==> src/design/plp_pkg.sv <==
`timescale 1ns / 1ps
`default_nettype none
// ----------------------------------------------------------------------------
// plp_pkg: shared types and constants of the polyline path length unit
// Field widths, derived arithmetic widths, request structs and the state
// encoding of the back end.
// ----------------------------------------------------------------------------
package plp_pkg;

  localparam int unsigned COORD_BITS  = 24;
  localparam int unsigned TOTAL_BITS  = 40;

  // |dx|, |dy| fit COORD_BITS; the root of dx^2 + dy^2 needs one bit more.
  localparam int unsigned SQ_BITS     = 2 * COORD_BITS;
  localparam int unsigned ROOT_BITS   = COORD_BITS + 1;
  localparam int unsigned RAD_BITS    = 2 * ROOT_BITS;
  localparam int unsigned REM_BITS    = ROOT_BITS + 2;
  localparam int unsigned ACC_BITS    =
    ((ROOT_BITS > TOTAL_BITS) ? ROOT_BITS : TOTAL_BITS) + 1;
  localparam int unsigned CNT_BITS    = $clog2(ROOT_BITS);

  localparam int unsigned QUEUE_DEPTH = 2;
  localparam int unsigned QPTR_BITS   = $clog2(QUEUE_DEPTH);
  localparam int unsigned QCNT_BITS   = $clog2(QUEUE_DEPTH + 1);

  localparam logic [TOTAL_BITS-1:0] TOTAL_MAX = '1;

  typedef struct packed {
    logic signed [COORD_BITS-1:0] x_coord;
    logic signed [COORD_BITS-1:0] y_coord;
    logic                         last_point;
  } in_req_t;

  typedef struct packed {
    logic [TOTAL_BITS-1:0] path_length;
    logic                  saturated;
  } out_req_t;

  // One classified point as handed from the front end to the back end.
  typedef struct packed {
    logic [COORD_BITS-1:0] dx;
    logic [COORD_BITS-1:0] dy;
    logic                  has_seg;
    logic                  last;
  } seg_cmd_t;

  typedef struct packed {
    logic full;
    logic empty;
  } queue_status_t;

  typedef enum logic [2:0] {
    B_IDLE,
    B_SQUARE,
    B_SUM,
    B_ROOT,
    B_ACCUM,
    B_EMIT
  } back_state_e;

endpackage
`default_nettype wire

==> src/design/plp_front.sv <==
`timescale 1ns / 1ps
`default_nettype none
// ----------------------------------------------------------------------------
// plp_front: point intake
// Accepts points, keeps the previous point of the path and turns each point
// into a segment command with the coordinate difference magnitudes.
// ----------------------------------------------------------------------------
module plp_front (
  input  wire                        clk_i,
  input  wire                        rst_ni,
  input  wire                        in_valid_i,
  output logic                       in_stall_o,
  input  plp_pkg::in_req_t           in_req_i,
  input  plp_pkg::queue_status_t     q_stat_i,
  output logic                       push_o,
  output plp_pkg::seg_cmd_t          push_cmd_o
);

  logic [plp_pkg::COORD_BITS-1:0] prev_x_q, prev_x_d;
  logic [plp_pkg::COORD_BITS-1:0] prev_y_q, prev_y_d;
  logic                           have_prev_q, have_prev_d;
  logic [plp_pkg::COORD_BITS:0]   diff_x, diff_y;
  logic [plp_pkg::COORD_BITS:0]   mag_x, mag_y;
  logic                           accept;

  assign in_stall_o = q_stat_i.full;
  assign accept     = in_valid_i && !q_stat_i.full;

  always_comb begin
    diff_x = {in_req_i.x_coord[plp_pkg::COORD_BITS-1], in_req_i.x_coord}
           - {prev_x_q[plp_pkg::COORD_BITS-1], prev_x_q};
    diff_y = {in_req_i.y_coord[plp_pkg::COORD_BITS-1], in_req_i.y_coord}
           - {prev_y_q[plp_pkg::COORD_BITS-1], prev_y_q};
    mag_x  = diff_x[plp_pkg::COORD_BITS] ? (~diff_x + 1'b1) : diff_x;
    mag_y  = diff_y[plp_pkg::COORD_BITS] ? (~diff_y + 1'b1) : diff_y;

    push_o             = accept;
    push_cmd_o.dx      = mag_x[plp_pkg::COORD_BITS-1:0];
    push_cmd_o.dy      = mag_y[plp_pkg::COORD_BITS-1:0];
    push_cmd_o.has_seg = have_prev_q;
    push_cmd_o.last    = in_req_i.last_point;

    prev_x_d    = prev_x_q;
    prev_y_d    = prev_y_q;
    have_prev_d = have_prev_q;
    if (accept) begin
      prev_x_d    = in_req_i.x_coord;
      prev_y_d    = in_req_i.y_coord;
      // A last point closes the path: the next point starts a new one.
      have_prev_d = !in_req_i.last_point;
    end
  end

  always_ff @(posedge clk_i or negedge rst_ni) begin
    if (!rst_ni) begin
      prev_x_q    <= '0;
      prev_y_q    <= '0;
      have_prev_q <= 1'b0;
    end else begin
      prev_x_q    <= prev_x_d;
      prev_y_q    <= prev_y_d;
      have_prev_q <= have_prev_d;
    end
  end

endmodule
`default_nettype wire

==> src/design/plp_queue.sv <==
`timescale 1ns / 1ps
`default_nettype none
// ----------------------------------------------------------------------------
// plp_queue: command queue
// Short register queue that decouples the front end from the back end.
// ----------------------------------------------------------------------------
module plp_queue (
  input  wire                        clk_i,
  input  wire                        rst_ni,
  input  wire                        push_i,
  input  plp_pkg::seg_cmd_t          push_cmd_i,
  input  wire                        pop_i,
  output plp_pkg::seg_cmd_t          pop_cmd_o,
  output plp_pkg::queue_status_t     stat_o
);

  plp_pkg::seg_cmd_t              entry_q [plp_pkg::QUEUE_DEPTH];
  logic [plp_pkg::QPTR_BITS-1:0]  wr_ptr_q, wr_ptr_d;
  logic [plp_pkg::QPTR_BITS-1:0]  rd_ptr_q, rd_ptr_d;
  logic [plp_pkg::QCNT_BITS-1:0]  count_q, count_d;
  logic                           do_push, do_pop;

  assign stat_o.full  = (count_q == plp_pkg::QCNT_BITS'(plp_pkg::QUEUE_DEPTH));
  assign stat_o.empty = (count_q == '0);
  assign pop_cmd_o    = entry_q[rd_ptr_q];
  assign do_push      = push_i && !stat_o.full;
  assign do_pop       = pop_i && !stat_o.empty;

  always_comb begin
    wr_ptr_d = wr_ptr_q;
    rd_ptr_d = rd_ptr_q;
    count_d  = count_q;
    if (do_push) begin
      wr_ptr_d = (wr_ptr_q == plp_pkg::QPTR_BITS'(plp_pkg::QUEUE_DEPTH - 1))
               ? '0 : wr_ptr_q + 1'b1;
    end
    if (do_pop) begin
      rd_ptr_d = (rd_ptr_q == plp_pkg::QPTR_BITS'(plp_pkg::QUEUE_DEPTH - 1))
               ? '0 : rd_ptr_q + 1'b1;
    end
    if (do_push && !do_pop) begin
      count_d = count_q + 1'b1;
    end else if (do_pop && !do_push) begin
      count_d = count_q - 1'b1;
    end
  end

  always_ff @(posedge clk_i or negedge rst_ni) begin
    if (!rst_ni) begin
      wr_ptr_q <= '0;
      rd_ptr_q <= '0;
      count_q  <= '0;
    end else begin
      wr_ptr_q <= wr_ptr_d;
      rd_ptr_q <= rd_ptr_d;
      count_q  <= count_d;
    end
  end

  always_ff @(posedge clk_i) begin
    if (do_push) begin
      entry_q[wr_ptr_q] <= push_cmd_i;
    end
  end

endmodule
`default_nettype wire

==> src/design/plp_back.sv <==
`timescale 1ns / 1ps
`default_nettype none
// ----------------------------------------------------------------------------
// plp_back: segment length engine
// Squares the differences, takes the integer square root one bit per cycle,
// accumulates the saturating total and drives the result register.
// ----------------------------------------------------------------------------
module plp_back (
  input  wire                        clk_i,
  input  wire                        rst_ni,
  input  plp_pkg::queue_status_t     q_stat_i,
  input  plp_pkg::seg_cmd_t          pop_cmd_i,
  output logic                       pop_o,
  output logic                       out_valid_o,
  input  wire                        out_stall_i,
  output plp_pkg::out_req_t          out_req_o
);

  plp_pkg::back_state_e            state_q, state_d;
  logic [plp_pkg::TOTAL_BITS-1:0]  total_q, total_d;
  logic                            out_valid_q, out_valid_d;
  plp_pkg::out_req_t               out_q, out_d;

  plp_pkg::seg_cmd_t               cmd_q, cmd_d;
  logic [plp_pkg::SQ_BITS-1:0]     sq_x_q, sq_x_d, sq_y_q, sq_y_d;
  logic [plp_pkg::RAD_BITS-1:0]    rad_q, rad_d;
  logic [plp_pkg::REM_BITS-1:0]    rem_q, rem_d;
  logic [plp_pkg::ROOT_BITS-1:0]   root_q, root_d;
  logic [plp_pkg::CNT_BITS-1:0]    cnt_q, cnt_d;

  logic [plp_pkg::REM_BITS+1:0]    shifted, trial;
  logic [plp_pkg::ACC_BITS-1:0]    acc_sum;
  logic                            out_free;

  assign out_valid_o = out_valid_q;
  assign out_req_o   = out_q;
  assign out_free    = !out_valid_q || !out_stall_i;

  always_comb begin
    state_d     = state_q;
    total_d     = total_q;
    out_valid_d = out_valid_q;
    out_d       = out_q;
    cmd_d       = cmd_q;
    sq_x_d      = sq_x_q;
    sq_y_d      = sq_y_q;
    rad_d       = rad_q;
    rem_d       = rem_q;
    root_d      = root_q;
    cnt_d       = cnt_q;
    pop_o       = 1'b0;

    shifted = {rem_q, rad_q[plp_pkg::RAD_BITS-1 -: 2]};
    trial   = (plp_pkg::REM_BITS + 2)'({root_q, 2'b01});
    acc_sum = plp_pkg::ACC_BITS'(total_q) + plp_pkg::ACC_BITS'(root_q);

    if (out_valid_q && !out_stall_i) begin
      out_valid_d = 1'b0;
    end

    case (state_q)
      plp_pkg::B_IDLE: begin
        if (!q_stat_i.empty) begin
          pop_o  = 1'b1;
          cmd_d  = pop_cmd_i;
          root_d = '0;
          state_d = pop_cmd_i.has_seg ? plp_pkg::B_SQUARE : plp_pkg::B_ACCUM;
        end
      end
      plp_pkg::B_SQUARE: begin
        sq_x_d  = plp_pkg::SQ_BITS'(cmd_q.dx) * plp_pkg::SQ_BITS'(cmd_q.dx);
        sq_y_d  = plp_pkg::SQ_BITS'(cmd_q.dy) * plp_pkg::SQ_BITS'(cmd_q.dy);
        state_d = plp_pkg::B_SUM;
      end
      plp_pkg::B_SUM: begin
        rad_d   = plp_pkg::RAD_BITS'(sq_x_q) + plp_pkg::RAD_BITS'(sq_y_q);
        rem_d   = '0;
        root_d  = '0;
        cnt_d   = plp_pkg::CNT_BITS'(plp_pkg::ROOT_BITS - 1);
        state_d = plp_pkg::B_ROOT;
      end
      plp_pkg::B_ROOT: begin
        // One root bit per cycle from the top pair of the radicand.
        if (shifted >= trial) begin
          rem_d  = plp_pkg::REM_BITS'(shifted - trial);
          root_d = {root_q[plp_pkg::ROOT_BITS-2:0], 1'b1};
        end else begin
          rem_d  = plp_pkg::REM_BITS'(shifted);
          root_d = {root_q[plp_pkg::ROOT_BITS-2:0], 1'b0};
        end
        rad_d = rad_q << 2;
        cnt_d = cnt_q - 1'b1;
        if (cnt_q == '0) begin
          state_d = plp_pkg::B_ACCUM;
        end
      end
      plp_pkg::B_ACCUM: begin
        if (acc_sum > plp_pkg::ACC_BITS'(plp_pkg::TOTAL_MAX)) begin
          total_d = plp_pkg::TOTAL_MAX;
        end else begin
          total_d = acc_sum[plp_pkg::TOTAL_BITS-1:0];
        end
        state_d = cmd_q.last ? plp_pkg::B_EMIT : plp_pkg::B_IDLE;
      end
      plp_pkg::B_EMIT: begin
        // Hold until the result register is free, then clear the path.
        if (out_free) begin
          out_valid_d       = 1'b1;
          out_d.path_length = total_q;
          out_d.saturated   = (total_q == plp_pkg::TOTAL_MAX);
          total_d           = '0;
          state_d           = plp_pkg::B_IDLE;
        end
      end
      default: begin
        state_d = plp_pkg::B_IDLE;
      end
    endcase
  end

  always_ff @(posedge clk_i or negedge rst_ni) begin
    if (!rst_ni) begin
      state_q     <= plp_pkg::B_IDLE;
      total_q     <= '0;
      out_valid_q <= 1'b0;
    end else begin
      state_q     <= state_d;
      total_q     <= total_d;
      out_valid_q <= out_valid_d;
    end
  end

  always_ff @(posedge clk_i) begin
    out_q  <= out_d;
    cmd_q  <= cmd_d;
    sq_x_q <= sq_x_d;
    sq_y_q <= sq_y_d;
    rad_q  <= rad_d;
    rem_q  <= rem_d;
    root_q <= root_d;
    cnt_q  <= cnt_d;
  end

endmodule
`default_nettype wire

==> src/design/polyline_path_length_unit.sv <==
`timescale 1ns / 1ps
`default_nettype none
// ----------------------------------------------------------------------------
// polyline_path_length_unit: streaming Euclidean path length
// Sums floor(sqrt(dx^2 + dy^2)) over the points of a path, saturating.
// ----------------------------------------------------------------------------
// Usage:
//   Input channel: one request per point (x, y in Q15.8, last_point flag),
//   taken at a clock edge with in_valid_i high and in_stall_o low.
//   Output channel: one request per path, on its last point, holding the
//   saturating total length (8 fraction bits) and a saturated flag; it is
//   taken at an edge with out_valid_o high and out_stall_i low.
// Timing:
//   The front end takes a point and queues it (two entries).
//   The back end handles a point that closes a segment in the steps pop,
//   square, sum, 25 square root iterations (one root bit per cycle) and
//   accumulate; a first point is only popped and accumulated.
//   A last point adds an emit step that loads the result register.
//   The back end takes no new point from the queue before it is done
//   with the last one.
// Stall and reset:
//   A stalled result holds in its register; the back end waits only when
//   the next path finishes before it is taken, and the queue then fills and
//   raises in_stall_o. Reset clears the queue, the path state and the total.
// ----------------------------------------------------------------------------
module polyline_path_length_unit (
  input  wire                clk_i,
  input  wire                rst_ni,
  input  wire                in_valid_i,
  output logic               in_stall_o,
  input  plp_pkg::in_req_t   in_req_i,
  output logic               out_valid_o,
  input  wire                out_stall_i,
  output plp_pkg::out_req_t  out_req_o
);

  plp_pkg::queue_status_t  q_stat;
  plp_pkg::seg_cmd_t       push_cmd;
  plp_pkg::seg_cmd_t       pop_cmd;
  logic                    push;
  logic                    pop;

  // Front end: difference magnitudes against the previous point.
  plp_front u_front (
    .clk_i      (clk_i),
    .rst_ni     (rst_ni),
    .in_valid_i (in_valid_i),
    .in_stall_o (in_stall_o),
    .in_req_i   (in_req_i),
    .q_stat_i   (q_stat),
    .push_o     (push),
    .push_cmd_o (push_cmd)
  );

  // Decouple intake from the multi-cycle length computation.
  plp_queue u_queue (
    .clk_i      (clk_i),
    .rst_ni     (rst_ni),
    .push_i     (push),
    .push_cmd_i (push_cmd),
    .pop_i      (pop),
    .pop_cmd_o  (pop_cmd),
    .stat_o     (q_stat)
  );

  // Back end: square, root, accumulate, emit.
  plp_back u_back (
    .clk_i       (clk_i),
    .rst_ni      (rst_ni),
    .q_stat_i    (q_stat),
    .pop_cmd_i   (pop_cmd),
    .pop_o       (pop),
    .out_valid_o (out_valid_o),
    .out_stall_i (out_stall_i),
    .out_req_o   (out_req_o)
  );

`ifndef SYNTHESIS
  a_queue_status_consistent : assert property (@(posedge clk_i) disable iff (!rst_ni)
    !(q_stat.full && q_stat.empty))
    else $error("queue reports full and empty at once");

  a_sat_means_max : assert property (@(posedge clk_i) disable iff (!rst_ni)
    out_valid_o && out_req_o.saturated |-> (out_req_o.path_length == plp_pkg::TOTAL_MAX))
    else $error("saturated flag without a maximal total");

  a_max_means_sat : assert property (@(posedge clk_i) disable iff (!rst_ni)
    out_valid_o && (out_req_o.path_length == plp_pkg::TOTAL_MAX) |-> out_req_o.saturated)
    else $error("maximal total without saturated flag");

  a_pop_only_when_filled : assert property (@(posedge clk_i) disable iff (!rst_ni)
    pop |=> !$past(q_stat.empty))
    else $error("back end popped an empty queue");
`endif

endmodule
`default_nettype wire
==> config.mk <==
export PLATFORM = sky130hd
export DESIGN_NAME = polyline_path_length_unit
export DESIGN_NICKNAME = d
export VERILOG_FILES = /design/src/design/plp_pkg.sv /design/src/design/plp_front.sv /design/src/design/plp_queue.sv /design/src/design/plp_back.sv /design/src/design/polyline_path_length_unit.sv
export SDC_FILE = /design/constraint.sdc
export NUM_CORES = 2
export LEC_CHECK = 0
export ABC_CLOCK_PERIOD_IN_PS = 7700
export BUFFER_PORTS_ARGS = -buffer_cell sky130_fd_sc_hd__buf_2
export CAP_MARGIN = 10
export CORE_ASPECT_RATIO = 1.75
export CORE_MARGIN = 2
export CORE_UTILIZATION = 60
export CTS_BUF_LIST = sky130_fd_sc_hd__clkbuf_16
export DETAILED_ROUTE_END_ITERATION = 12
export PLACE_DENSITY = 0.8
export SKIP_CTS_REPAIR_TIMING = 1
export SLEW_MARGIN = 20
export SYNTH_ARGS = -nofsm -noshare
export SYNTH_HDL_FRONTEND = slang
export SYNTH_HIERARCHICAL = 1
export SYNTH_SLANG_ARGS = --single-unit
==> constraint.sdc <==
create_clock -name clk_i -period 7.7 [get_ports clk_i]
set_input_delay 0.77 -clock clk_i [delete_from_list [all_inputs] [get_ports clk_i]]
set_output_delay 0.77 -clock clk_i [all_outputs]
set_load 0.01 [all_outputs]
# After elaboration in Yosys (flattened, before gate mapping)
# Memory sizes are Yosys's and may differ from the RTL's.
# Index checks and enable logic that the tools add are counted.
# Widths: inputs -> output; s select.
# totals
reg_bits	390
output_inout_bits	43
word_cells	105
ram_bits	100
mem_count	1
in_bits	53
# classes
mul	2
mux	29
n_lt_le_gt_ge	2
eq_ne	10
reduce_logical	26
n_addsub	12
bitwise	3
# memory_table
memory	words	word_bits	rd	rd_ports_with_merged_regs	write_ports	line_no	rtl
u_queue.entry_q	2	50	1	0	1	plp_queue.sv:17	plp_pkg::seg_cmd_t entry_q [plp_pkg::QUEUE_DEPTH];
# op_table
op	n
$pmux 50 s2	1
$mul 24x24->48	2
$mux 40	2
$pmux 40 s2	1
$pmux 25 s3	1
$pmux 27 s2	1
$sub 24x24->25	2
$add 48x48->49	1
$add 24x1->24 const B	2
$mux 24	2
$not 24->24	2
$add 40x25->41	1
$gt 41x40->1 const B	1
$eq 40x40->1 const B	1
$ge 29x27->1	1
$mux 27	1
$sub 27x27->27	1
$mux 25	1
$pmux 3 s6	1
$mux 3	5
$mux 1	10
$pmux 5 s2	1
$reduce_and 2->1	4
$logic_not 1->1	7
other kinds (20)	32

# Longest topological paths before layout
# logic_depth
ltp_word	8
mapped_depth	27
ltp_nobuf	26

# By module
# The synthesis kept the hierarchy.
# modules_own_cells
mod	seq_area_each_um2	instances	area_per_inst_um2	cells_each
plp_back	9839.4	1	49832.8	5118
plp_front	1226.2	1	5675.4	747
plp_queue	3103.0	1	4057.6	175

# Worst setup path after synthesis
# Ideal clock, no wire load.
# synth_path
kind	reg-to-reg
start	register u_back.state_q[2]
end	register u_back/sq_x_q[0] (netlist name), enable pin
synth_period_minus_slack_ns	8.178
stages_incl_launch_ff	3
required_ns	7.019
path_buffers	1
setup_slack_ns	-0.478
t_arrival_ns	7.497
setup_ns	0.681
path_cell_list	dfrtp_1 clkbuf_1 nor3b_1
# synth_via
elab_chain_cells	1
# synth_lines
element	line_no	rtl
start: declaration	plp_back.sv:19	plp_pkg::back_state_e state_q, state_d;
start signal: assignment	plp_back.sv:123	state_q <= plp_pkg::B_IDLE;
start signal: assignment	plp_back.sv:127	state_q <= state_d;
$eq 3x1->1	plp_back.sv:61	case (state_q)
end signal: assignment	plp_back.sv:136	sq_x_q <= sq_x_d;
end: declaration	plp_back.sv:25	logic [plp_pkg::SQ_BITS-1:0] sq_x_q, sq_x_d, sq_y_q, sq_y_d;
# Every way passes these cells.
# A chain may end at the register's enable or synchronous reset.

# Worst setup path after layout
# layout_path
start	register u_back/cmd_q[7] (netlist name)
end	register u_back/sq_y_q[46] (netlist name) (data pin)
# layout_via
elab_chain_cells	1
# layout_lines
element	line_no	rtl
start: declaration	plp_back.sv:24	plp_pkg::seg_cmd_t cmd_q, cmd_d;
start signal: assignment	plp_back.sv:135	cmd_q <= cmd_d;
$mul 24x24->48	plp_back.sv:72	sq_y_d = plp_pkg::SQ_BITS'(cmd_q.dy) * plp_pkg::SQ_BITS'(cmd_q.dy);
end signal: assignment	plp_back.sv:137	sq_y_q <= sq_y_d;
end: declaration	plp_back.sv:25	
# Every way passes these cells.

==> impl_metrics.py <==
metrics = {
    "worst_setup_path": {
        "reg2reg_depth": 24,
        "crit_chain": "buf_4 > and2_1 > inv_1 > fa_1 > inv_1 > fa_1 > inv_1 > fa_1 > fa_1 > inv_1 > fa_1 > fa_1 > inv_1 > fa_1 > inv_1 > ha_1 > nand4_1 > or4b_1 > a31oi_2 > o31ai_1 > a21o_1 > a211o_1 > a21oi_1 > nor3b_1",
        "rrSetupSlack_ns": 0.14,
        "critPathArrivalTime_ns": 7.92,
        "reg2reg_to": "u_back/sq_y_q[46]$_DFFE_PP_",
        "path_max_fanout": 7,
        "slowest_delay_ns": 0.58,
        "crit_path_end_kind": "flip-flop",
        "crit_top_cell": "fa_1",
        "reg2reg_from": "u_back/cmd_q[7]$_DFFE_PP_",
        "critical_path.top_delay_family": "adder cells",
        "criticalPathCategory": "flip-flop to flip-flop",
        "cp.required_ns": 8.06,
        "crit_buf_inv": 7,
        "cp_slowest_cell": "or4b_1",
        "cp_num_cells": 24,
        "crit_path_start_kind": "flip-flop",
    },
    "grt": {
        "grt_pass1_wl_um": 234000,
        "grt_max_degree": 97,
        "grt_pass1_vias": 47300,
        "grt_use_total_pct": 29.4,
        "top_usage_layer": "met2",
        "grtUsageMet1_pct": 27.2,
        "use_met3_pct": 3.93,
        "grt_overflow_total": 0,
        "grtUsageMet2_pct": 56.6,
        "antenna_found_initial": 4,
    },
    "finish": {
        "seqCellArea_um2": 14200,
        "final_common_cell": "inv_1",
        "final_nets": 7554,
        "design_area_um2": 63900,
        "synthToLayoutAreaGrowth_pct": 7.27,
        "mostFrequentLayoutCells": "inv_1 (1,343), fa_1 (854), nand2_1 (525)",
        "fillerInstances": 7538,
        "drive_above_1_share_pct": 7.25,
        "multiInputGateArea_um2": 39600,
    },
    "route": {
        "drt_iter0_drc": 2244,
        "num_vias": 43500,
        "antenna_left": 0,
        "drc": 0,
        "vias_per_cell": 5.80,
        "drtPass1Iterations": 8,
        "post_drt_wl_per_cell_um": 19.7,
        "drt_wl_total_um": 148000,
    },
    "run_status": {
        "outcome": "finished clean",
    },
    "clock_network": {
        "htreeDepth": 2,
        "clock_latency_ns": 0.65,
        "clock_path_buffers": 3,
        "tritoncts": "yes",
        "cts_buffers": 49,
        "cts_root_buf": "clkbuf_16",
        "clk_pin_slew_worst_paths_ns": 0.07,
        "clock-sinks": 488,
    },
    "placement": {
        "io_buffer_count": 95,
        "dp_hpwl_um": 118000,
        "gp_congestion": 0.963,
        "place_area_um2": 61700,
    },
    "yosys": {
        "syn_area_per_cell_um2": 9.86,
        "syn_area_um2": 59600,
        "synthArstFlopShare_pct": 19.9,
        "syn_inst": 6040,
        "synthDistinctLibCells": 99,
        "synthFlopType": "edfxtp_1",
        "synth_edf_count": 391,
        "synth-seq-cells": 488,
        "yosysSeqAreaShare_pct": 23.8,
        "synth_nets": 7452,
        "yosysWarnings": 6,
    },
    "floorplanning": {
        "boundaryPins": 96,
        "rows": 152,
        "dieWidth_um": 242,
        "die-area_um2": 102000,
        "core_region_area_um2": 98300,
        "initial_core_util_pct": 60.6,
        "fp.dieH_um": 421,
    },
    "sta": {
        "tightest_slew_ns": 1.11,
        "timing.fmax_ghz": 0.132,
        "fin_crit_ns": 7.56,
        "drv_slew": 0,
        "whs_ns": 0.164,
        "max_slew_margin_pct": 25.7,
        "clock_skew_ns": 0.0445,
        "finalHoldViolations": 0,
        "setup_violations": 0,
        "fin_crit_sh_pct": 98.2,
    },
    "run": {
        "maxCapViolations": 0,
    },
    "worst_hold_path": {
        "hold_path.class": "input pin to asynchronous set/reset pin",
    },
}
==> how the worst max path moves through the flow <==
stage,to,start
after detailed placement,u_back/sq_x_q[47]$_DFFE_PP_,u_back/cmd_q[38]$_DFFE_PP_
final,u_back/sq_y_q[46]$_DFFE_PP_,u_back/cmd_q[7]$_DFFE_PP_
after CTS,u_back/sq_x_q[47]$_DFFE_PP_,u_back/cmd_q[38]$_DFFE_PP_
after floorplan,u_back/sq_x_q[46]$_DFFE_PP_,u_back/cmd_q[36]$_DFFE_PP_
after global routing,u_back/sq_y_q[41]$_DFFE_PP_,u_back/cmd_q[23]$_DFFE_PP_
after global placement,u_back/sq_y_q[40]$_DFFE_PP_,u_back/cmd_q[14]$_DFFE_PP_
==> metrics by stage <==
stage | instances | setup TNS (ns) | setup WS [ns] | utilization (%)
global route | 7493 | -0.138 | -0.0564 | 65.0
finish | 7495 | 0 | 0.140 | 65.0
floorplan | 6040 | 0 | 0.506 | -
CTS | 7442 | 0 | 0.0652 | 64.4
detailed placement | 7350 | 0 | 0.113 | 62.7
global placement | 7349 | 0 | 0.252 | 62.7
==> registers in the layout (all words and copies together) (netlist names), 2 cells and up <==
name and flops:
u_back/out_req_o 41, u_front/prev_y_q 24, u_front/prev_x_q 24, u_back/sq_x_q 47, u_queue/count_q 2, u_back/cnt_q 5
u_back/rad_q 50, u_back/root_q 25, u_back/rem_q 27, u_back/sq_y_q 47, u_back/state_q 3, u_back/total_q 40
u_back/cmd_q 49, u_queue/entry_q 100
==> layer usage <==
layer / routed length [um] / part of all wire, %
met1: 45800 / 31
met2: 80100 / 54
met3: 7180 / 4.9
met4: 14600 / 9.9
met5: 0 / 0
==> cell families (layout without fill, tap and decap cells) <==
logic type,count (synthesis),in the layout,synth area share (%)
buf+inv,1534,1677,9.86
simple gates,1382,1382,11.3
fa+ha+maj,1359,1359,39.3
compound gates,931,931,10.0
flops,488,488,23.8
xor+xnor,272,272,4.01
mux,74,74,1.67
other cells,0,3,0
==> cells in the mapped netlist (all sizes together) (36+ instances only) <==
| master | instances | area share (%) |
|---|---|---|
| inv | 1337 | 8.4 |
| fa | 856 | 29 |
| nand2 | 526 | 3.3 |
| ha | 503 | 11 |
| edfxtp | 391 | 20 |
| a21oi | 280 | 2.4 |
| and2 | 261 | 2.7 |
| nor2 | 241 | 1.5 |
| o21ai | 223 | 1.9 |
| clkbuf | 177 | 1.1 |
| xnor2 | 172 | 2.5 |
| a21o | 126 | 1.6 |
| xor2 | 100 | 1.5 |
| dfrtp | 97 | 4.1 |
| nand3 | 61 | 0.51 |
| mux2 | 56 | 1.4 |
| a31oi | 52 | 0.60 |
| nor3 | 49 | 0.42 |
| nor2b | 46 | 0.48 |
| nand4 | 41 | 0.43 |
| a211oi | 38 | 0.48 |
| and3 | 36 | 0.38 |
==> cell type report <==
type,instances,area share [%]
antenna,3,0.0117
clock buffer,49,1.92
clock inverter,43,0.648
inverter,1337,7.85
multi-input combinational,4018,62.0
sequential,488,22.2
tap,1309,2.56
timing repair buffer,248,2.82
Power is not shown: default switching activity piles up to over one toggle a cycle in this logic, so the estimate is an artifact.
